<file path="config.mk">
export PLATFORM = sky130hd
export DESIGN_NAME = psd_queue
export DESIGN_NICKNAME = d
export VERILOG_FILES = /design/src/point_line_segment_distance_assert.svh /design/src/psd_pkg.sv /design/src/psd_queue.sv
export SDC_FILE = /design/constraint.sdc
export NUM_CORES = 1
export LEC_CHECK = 0
export BUFFER_PORTS_ARGS = -buffer_cell sky130_fd_sc_hd__buf_4
export CAP_MARGIN = 40
export CORE_ASPECT_RATIO = 1.75
export CORE_UTILIZATION = 52
export CTS_BUF_LIST = sky130_fd_sc_hd__clkbuf_4
export DETAILED_ROUTE_END_ITERATION = 10
export GPL_ROUTABILITY_DRIVEN = 0
export HOLD_SLACK_MARGIN = 0.06
export PLACE_DENSITY = 0.76
export SLEW_MARGIN = 20
export SYNTH_ARGS = -nofsm -noshare
export SYNTH_HDL_FRONTEND = slang
export SYNTH_SLANG_ARGS = --single-unit
export TNS_END_PERCENT = 1
</file>
<file path="constraint.sdc">
create_clock -name clk -period 1.75 [get_ports clk]
set_clock_uncertainty 0.1 [all_clocks]
set_input_delay 0.35 -clock clk [delete_from_list [all_inputs] [get_ports clk]]
set_output_delay 0.35 -clock clk [all_outputs]
set_load 0.02 [all_outputs]
</file>
<file path="src/point_line_segment_distance_assert.svh">
// Assertion macros shared by the RTL that checks itself.
`ifndef POINT_LINE_SEGMENT_DISTANCE_ASSERT_SVH
`define POINT_LINE_SEGMENT_DISTANCE_ASSERT_SVH

// Same-cycle implication, sampled on clk, off during reset.
`define PSD_ASSERT_IMP(lbl, cond, prop) \
	lbl: assert property (@(posedge clk) disable iff (!arst_n) (cond) |-> (prop)) \
		else $error("implication check failed");

// Next-cycle implication, sampled on clk, off during reset.
`define PSD_ASSERT_NXT(lbl, cond, prop) \
	lbl: assert property (@(posedge clk) disable iff (!arst_n) (cond) |=> (prop)) \
		else $error("next-cycle check failed");

`endif

</file>
<file path="src/psd_pkg.sv">
`default_nettype none
package psd_pkg;
	localparam int DIST_W = 25;
	localparam int ADDR_W = 5;
	localparam int QDEPTH = 4;

	localparam logic [1:0] REGION_INTERIOR = 2'd0;
	localparam logic [1:0] REGION_START    = 2'd1;
	localparam logic [1:0] REGION_END      = 2'd2;

	localparam logic [2:0] REG_START_X  = 3'd0;
	localparam logic [2:0] REG_START_Y  = 3'd1;
	localparam logic [2:0] REG_START_Z  = 3'd2;
	localparam logic [2:0] REG_END_X    = 3'd3;
	localparam logic [2:0] REG_END_Y    = 3'd4;
	localparam logic [2:0] REG_END_Z    = 3'd5;
	localparam logic [2:0] REG_SEG_MODE = 3'd6;

	typedef struct packed {
		logic [1:0] region;
		logic       degen;
	} psd_tag_t;

	localparam int TAG_W = $bits(psd_tag_t);
endpackage
`default_nettype wire

</file>
<file path="src/psd_queue.sv">
`default_nettype none
module psd_queue
	import psd_pkg::*;
#(
	parameter int W = 8
) (
	input  wire logic         clk,
	input  wire logic         arst_n,
	input  wire logic         push,
	input  wire logic [W-1:0] push_data,
	input  wire logic         pop,
	output logic [W-1:0]      head,
	output logic              empty,
	output logic              full
);
	localparam int PW = $clog2(QDEPTH);

	logic [W-1:0]  mem_q [QDEPTH];
	logic [PW-1:0] wr_ptr_q, rd_ptr_q;
	logic [PW:0]   count_q;
	logic          do_pop;

	assign empty  = (count_q == '0);
	assign full   = (count_q == (PW+1)'(QDEPTH));
	assign do_pop = pop && !empty;
	assign head   = mem_q[rd_ptr_q];

	// Advance pointers and count
	always_ff @(posedge clk or negedge arst_n) begin
		if (!arst_n) begin
			wr_ptr_q <= '0;
			rd_ptr_q <= '0;
			count_q  <= '0;
		end else begin
			if (push) begin
				wr_ptr_q <= wr_ptr_q + 1'b1;
			end
			if (do_pop) begin
				rd_ptr_q <= rd_ptr_q + 1'b1;
			end
			if (push && !do_pop) begin
				count_q <= count_q + 1'b1;
			end else if (do_pop && !push) begin
				count_q <= count_q - 1'b1;
			end
		end
	end

	// Store word
	always_ff @(posedge clk) begin
		if (push) begin
			mem_q[wr_ptr_q] <= push_data;
		end
	end
endmodule
`default_nettype wire

</file>
After elaboration in Yosys (flattened, before gate mapping):

Memories as Yosys holds them, arrays and structs flattened.
Index checks and enable logic that the tools add are counted.

* mux-type cells: 4
* $add $sub $neg: 4
* equal/unequal tests: 1
* reductions and logical operators: 8

Operators by type and width (count)
* $mux 3: 2
* $add 2x1->2 const B: 2
* $add 3x1->3 const B: 1
* $eq 3x3->1 const B: 1
* $logic_and 1x1->1: 3
* $logic_not 1->1: 3
* $logic_not 3->1: 1
* $sub 3x1->3 const B: 1
* $mux 1: 2
* $reduce_bool 2->1: 1

* bits in writable memories: 32
* output and inout port bits: 10
* flip-flop bits (word level): 7
* logic and storage cells: 21
* input port bits: 12
* memories kept: 1

Memory list
* mem_q: depth 4, bits a word 8, read ports 1, clocked after Yosys merged registers in 0, wr ports 1, RTL line psd_queue.sv:18 `logic [W-1:0] mem_q [QDEPTH];`

Logic depth before layout (Yosys ltp):

Gate-level depths: netlist (run 1).

* depth after elaboration: 6
* depth in mapped cells: 8
* mapped depth without buffers: 8

Worst setup path after synthesis (run 1):

Ideal clock, no wire load.

* path type: reg-to-reg
* start point: register count_q[0]
* end point: register count_q[2]
* setup time: 0.079 ns
* slack: -0.431 ns
* buffers on the path: 0
* clock period less this slack: 2.181 ns
* cell stages (with the launch flop): 9
* arrival time: 2.002 ns
* required time: 1.571 ns
* cells stage by stage: dfrtp_1 -> nor3_2 -> nand2b_1 -> ha_1 -> inv_1 -> fa_1 -> xor2_1 -> nor2_1 -> xor2_1

* longest elaborated chain between the ends: 6
* elaborated cells between the ends (all ways): 11
* those cells by class: add/sub (2); mux (2); reduce/logical (7)

Ends and longest elaborated chain
* from (decl): RTL line psd_queue.sv:20 `logic [PW:0] count_q;`
* from (signal assigned): RTL line psd_queue.sv:42 `count_q <= count_q + 1'b1;`
* from (signal assigned): RTL line psd_queue.sv:44 `count_q <= count_q - 1'b1;`
* $logic_not 3->1 (*): RTL line psd_queue.sv:23 `assign empty = (count_q == '0);`
* named net empty: RTL line psd_queue.sv:13 `output logic empty,`
* $logic_not 1->1 (*): RTL line psd_queue.sv:25 `assign do_pop = pop && !empty;`
* $logic_and 1x1->1 (*): RTL line psd_queue.sv:25
* $logic_not 1->1: RTL line psd_queue.sv:41 `if (push && !do_pop) begin`
* $logic_and 1x1->1: RTL line psd_queue.sv:41
* $mux 3 / $reduce_bool 2->1 (equally long branches)

Mark *: on every way through the listed nets, which the timed path passes. The rest lies on a longest branch. The select of a mux whose other input is x is not followed.
A chain may end at the register's enable or synchronous reset.

Worst setup path in the final report (run 1):

* start point: register rd_ptr_q[0]
* end point: output head[5]

* longest elaborated chain between the ends: 1

Ends and longest elaborated chain
* from (decl): RTL line psd_queue.sv:19 `logic [PW-1:0] wr_ptr_q, rd_ptr_q;`
* from (signal assigned): RTL line psd_queue.sv:39 `rd_ptr_q <= rd_ptr_q + 1'b1;`
* $mem_v2 4x8
* to (decl): RTL line psd_queue.sv:12 `output logic [W-1:0] head,`

Every way passes these cells.

==> metrics, run 1 <==
Finished Cell Area=between 2000 and 2500 um^2; Largest stage delay, worst path=just over 0.5 ns; Post-Layout Cell Count=140; DR vias/cell=between 5 and 6; Setup CP Type=reg -> out; Post-Place Setup Slack=-0.206 ns; min cycle time layout=around 2 ns; clock buffer count from CTS=5; Comb power frac=39.6%; Core Util, Final=71.9%; Area Overhead vs Synth=28.3%; unrepaired setup endpoints after global routing=true; failing checks=negative setup slack; buffers added on ports=21; dominant cells by area after synthesis=edfxtp_1, mux4_2, dfrtp_1; Final Total Pwr=roughly 3.6 mW; largest net degree at the start of global routing=13; Total Wirelength=2.57 mm; all-layer global routing usage=between 15 and 20%; Worst setup EP type=primary output; Slew HR=69.1%; CTS tree=done; VDD IR-drop max=~0.0011 V; syn_area_per_cell=just over 20 um^2; grt total ovfl=0; residual DRC count=0; maxcap violations=0; leakage=around 0.76 nW; initial antenna violation count=0; ys flop type=edfxtp_1; Initial Utilization=about 56%; top-area cell type share of the netlist area=between 60% and 70%; Cell variety after synth=19; Mapped Nets=94; Die H=between 70 and 80 um; drt wl/cell=between 15 and 20 um; Ys Warns=0; NetSw=~1.1 mW; io pins=22; critical path required time=roughly 1.3 ns; first-pass GRT wire length=a little under 4 mm; Setup Viol. Count Final=10; overall die width=43.4 um; htree depth=2; pwr dens=between 1500 and 2000 nW/um^2; critical-path cell list=buf_12 -> mux4_2 -> buf_6; Syn Inst Count=76; Min-Delay Path Class=in -> reg; f_max=between 400 and 500 MHz; root buf cell=clkbuf_4; Int Power=about 2.5 mW; Max clock buf depth=2; register area share after synthesis=roughly 73%; worst skew pair latency=~0.33 ns; DIE AREA=3230 um^2; clk sink count=39; fin. max-slew vios=0; Fill cells=between 150 and 200; layout cells sized above 1=46.9%; n_diodes=0; largest fanout on the critical path=8; Rows=25; Post-synth EDFFs=32; Detailed Routing Iterations Pass 1=3; Post-Synthesis Cell Area=between 1500 and 2000 um^2; Post-synth ARST share=between 15 and 20%; crit path DAT=1.55 ns; Worst-path clk slew=approximately 0.12 ns; share of power burned in registers=between 30% and 40%; Synth Register Bits=39; PnR worst setup slack=-0.255 ns; switching share of power=between 20 and 30%; nets=130; Final Cycle Share=115%; Cells after DPL=130; Hold WS=0.103 ns; Placed Area=1840 um^2; DP HPWL=around 1.8 mm; final hold violations=0; Yosys top cell by area=edfxtp_1; Setup TNS=-2.35 ns; antenna-violating nets left=0; Clk pwr share=20.9%; critical path's slowest cell=mux4_2; Worst Tran Pin Value=0.463 ns; DRT iter0 DRCs=19; Core Area=between 2000 and 3000 um^2; vias in the first global route=about 830; status=finished, violations left; vias post-DR=roughly 800; crit start category=flop
path summary, 6_finish.rpt:
path,start,endpoint,slack [ns],depth (start not counted)
setup reg to reg,count_q[2],count_q[2],-0.20,8
hold / removal,push_data[0],mem_q[2][0],0.10,1
min in group asynchronous,arst_n,wr_ptr_q[0],0.25,2
setup / recovery,rd_ptr_q[0],head[5],-0.25,3
hold reg to reg,wr_ptr_q[0],wr_ptr_q[0],0.44,1
max in group asynchronous,arst_n,rd_ptr_q[0],1.17,2
metal layers:
layer / routed length [um] / vias up / global-route usage, %
li1: - / 360 / -
met1: 929 / 410 / 17.9
met2: 1500 / 23 / 33.7
met3: 114 / 4 / 5.58
met4: 33 / 0 / 7.29
met5: 0 / - / 0
logic make-up (layout without fill, tap and decap cells):
family	after synthesis	in the layout	synth area share, %
compound gates	1	1	0.321
fa+ha+maj	6	6	5.30
buf+inv	5	42	1.77
xor+xnor	6	6	3.37
flops	39	39	72.9
simple gates	10	10	4.09
mux	9	9	12.3
placed cells by master, fill, tap and decap left out, types with 2 or more instances in the layout:
cell type,Yosys,final
xnor2_1,3,3
inv_1,3,2
xor2_1,3,3
buf_6,1,10
bufinv_16,0,2
dfrtp_1,7,7
edfxtp_1,32,32
clkbuf_4,0,6
mux4_2,8,8
ha_1,5,4
and2_1,4,4
buf_4,0,19
power by group through the flow:
| stage | logic, mW | registers, mW | clock network (mW) |
|---|---|---|---|
| 6_report | 1.41 | 1.40 | 0.742 |
| 5_1_grt | 1.51 | 1.42 | 0.784 |
| 4_1_cts | 1.40 | 1.40 | 0.755 |
| 3_5_place_dp | 1.29 | 1.42 | 0 |
| 3_3_place_gp | 1.24 | 1.40 | 0 |
| 2_1_floorplan | 0.822 | 1.36 | 0 |
Yosys cell counts, types with 3 or more instances:
| cell | instances |
|---|---|
| edfxtp_1 | 32 |
| mux4_2 | 8 |
| dfrtp_1 | 7 |
| ha_1 | 5 |
| and2_1 | 4 |
| inv_1 | 3 |
| xnor2_1 | 3 |
| xor2_1 | 3 |
layout make-up:
type	instances	area, um^2	area share [%]
Sequential cell	39	1140	56.8
Inverter	3	11.3	0.563
Tap cell	27	33.8	1.69
Multi-Input combinational cell	32	429	21.5
Clock inverter	2	60.1	3.00
Clock buffer	6	45.0	2.25
Timing Repair Buffer	31	285	14.3
critical path: cells and delay by family (launching register included):
family,cells,cell delay (ns)
flip-flops,1,0.41
buffers and inverters,2,0.31
multiplexers,1,0.51
flip-flops by register name (all words and copies together) (netlist names):
name and cells:
rd_ptr_q 2, count_q 3, wr_ptr_q 2, mem_q 32
repair_timing:
item | 4_1_cts | 5_1_grt
buffers inserted | 0 | 1
endpoints found under the setup margin | 11 | 11
pin swaps | 2 | 1
endpoints found under the hold margin | 7 | 0
hold buffers | 1 | 0
resized for setup | 9 | 2
Note: power is estimated with default switching activity, not from simulation.
==> run 2: changes to the inputs <==
--- a/config.mk
+++ b/config.mk
@@ -14,6 +14,7 @@
 export GPL_ROUTABILITY_DRIVEN = 0
 export HOLD_SLACK_MARGIN = 0.06
 export PLACE_DENSITY = 0.76
+export REMOVE_ABC_BUFFERS = 1
 export SLEW_MARGIN = 20
 export SYNTH_ARGS = -nofsm -noshare
 export SYNTH_HDL_FRONTEND = slang
==> metrics, run 2 (synthesis results as in run 1) <==
Core Area=2780 um^2 (unchanged); Total Wirelength=2.52 mm (-2.3%); Worst-path clk slew=0.11 ns (about the same); nets=132 (+1.5%); Final Total Pwr=3.28 mW (-7.8%); Slew HR=70.9% (+1.8 points); reg2reg end=count_q[2]; DP HPWL=1.76 mm (about the same); Initial Utilization=56.0% (unchanged); Die H=74.4 um (unchanged); critical path required time=1.30 ns (about the same); Cells after DPL=130 (unchanged); R2R Setup Slk=-0.20 ns (about the same); Min-Delay Path Class=in -> reg; critical path's slowest cell=mux4_2; initial antenna violation count=0 (unchanged); worst skew pair latency=0.34 ns (about the same); buffers added on ports=21 (unchanged); unrepaired setup endpoints after global routing=true; io pins=22 (unchanged); Worst Tran Pin Value=0.436 ns (-0.0271 ns); DR vias/cell=5.64 (-0.91%); largest net degree at the start of global routing=12 (-1); crit start category=flop; DRT iter0 DRCs=21 (+2); n_diodes=0 (unchanged); clk sink count=39 (unchanged); clock buffer count from CTS=5 (unchanged); Buf+Inv Stages, Crit Path=2 (unchanged); largest fanout on the critical path=8 (unchanged); hold path start=push_data[3]; commonest non-fill, non-tap cell in the layout=edfxtp_1; DIE AREA=3230 um^2 (unchanged); Area Overhead vs Synth=25.8%; residual DRC count=0 (unchanged); critical-path cell list=buf_12 -> mux4_2 -> buf_6; first-pass GRT wire length=4.03 mm (+2.8%); most frequent cells in the layout=edfxtp_1, buf_4, buf_6; crit path DAT=1.58 ns (+0.03 ns); root buf cell=clkbuf_4; Setup CP Type=reg -> out; max reg flops=32 (unchanged); failing checks=negative setup slack; final hold violations=0 (unchanged); fin. max-slew vios=0 (unchanged); htree depth=2 (unchanged); pwr dens=1670 nW/um^2 (-6.0%); f_max=493 MHz (-1.3%); Final Cycle Share=116% (+1.5 points); leakage=0.751 nW (-1.7%); status=finished, violations left; Largest stage delay, worst path=0.51 ns (about the same); all-layer global routing usage=18.1% (+0.15 points); Max clock buf depth=2 (unchanged); Detailed Routing Iterations Pass 1=5 (+2); overall die width=43.4 um (unchanged); PnR worst setup slack=-0.280 ns (-0.0257 ns); VDD IR-drop max=0.000978 V (-9.3%); vias post-DR=801 (+0.50%); R2R Path Start=count_q[2]; grt total ovfl=0 (unchanged); CP top delay family=multiplexers; Rows=25 (unchanged); antenna-violating nets left=0 (unchanged); biggest registers after layout=mem_q: 32 flops, count_q: 3 flops; Biggest register=mem_q; Post-Layout Cell Count=142 (+1.4%); vias in the first global route=887 (+6.4%); CTS tree=done; hold depth=1 (unchanged); Worst setup EP type=primary output; layout cells sized above 1=47.0% (+0.054 points); Setup Viol. Count Final=10 (unchanged); drt wl/cell=17.7 um (-3.6%); Hold Path End=mem_q[3][3]; Core Util, Final=70.5% (-1.4 points); maxcap violations=0 (unchanged); R2R depth=8 (unchanged); min cycle time layout=2.03 ns (+0.0257 ns)
run 2: report_power, final:
| group | switching (mW) | internal, mW | leakage [nW] |
|---|---|---|---|
| sequential | 0.141 | 1.25 | 0.376 |
| combinational | 0.630 | 0.798 | 0.339 |
| clock | 0.275 | 0.188 | 0.0361 |
run 2: stage by stage:
stage | setup TNS, ns | area [um^2] | setup slack [ns] | hold slack, ns
2_1_floorplan | -0.811 | 1540 | -0.431 | -0.0456
3_3_place_gp | -0.156 | 1810 | -0.0951 | 0.0663
3_5_place_dp | -0.374 | 1810 | -0.245 | 0.0675
4_1_cts | -2.65 | 1910 | -0.284 | 0.0921
5_1_grt | -3.03 | 1960 | -0.328 | 0.0901
6_report | -2.47 | 1960 | -0.280 | 0.100
run 2: final cells by class:
cell class	count	area [um^2]
clock buffer	7	52.6
clock inverter	1	5.00
fill	184	822
inverter	3	11.3
multi-input combinational	32	423
sequential	39	1140
tap	27	33.8
timing repair buffer	33	300
run 2: how the worst max path moves through the flow:
| stage | startpoint | to | slack, ns | depth (start not counted) |
|---|---|---|---|---|
| after floorplan | count_q[0] | count_q[2] | -0.43 | 8 |
| after global placement | count_q[0] | count_q[2] | -0.1 | 8 |
| after detailed placement | count_q[0] | count_q[2] | -0.25 | 8 |
| after CTS | rd_ptr_q[0] | head[1] | -0.28 | 3 |
| after global routing | rd_ptr_q[0] | head[1] | -0.33 | 3 |
| final | rd_ptr_q[0] | head[1] | -0.28 | 3 |
run 2: routing by layer:
metal	wire length (um)	part of all wire (%)	track usage (%)	vias up
met1	864	34	17.6	410
met3	64	2.5	3.64	8
met4	68	2.7	10.4	0
met5	0	0	0	-
li1	-	-	-	364
met2	1520	60	34.3	19
run 2: repair_timing:
action	in CTS	in global routing
endpoints found under the setup margin	10	11
pin swaps	0	3
setup buffers	1	2
hold buffers	1	0
hold endpoints to repair	7	0
gates resized for setup	8	7
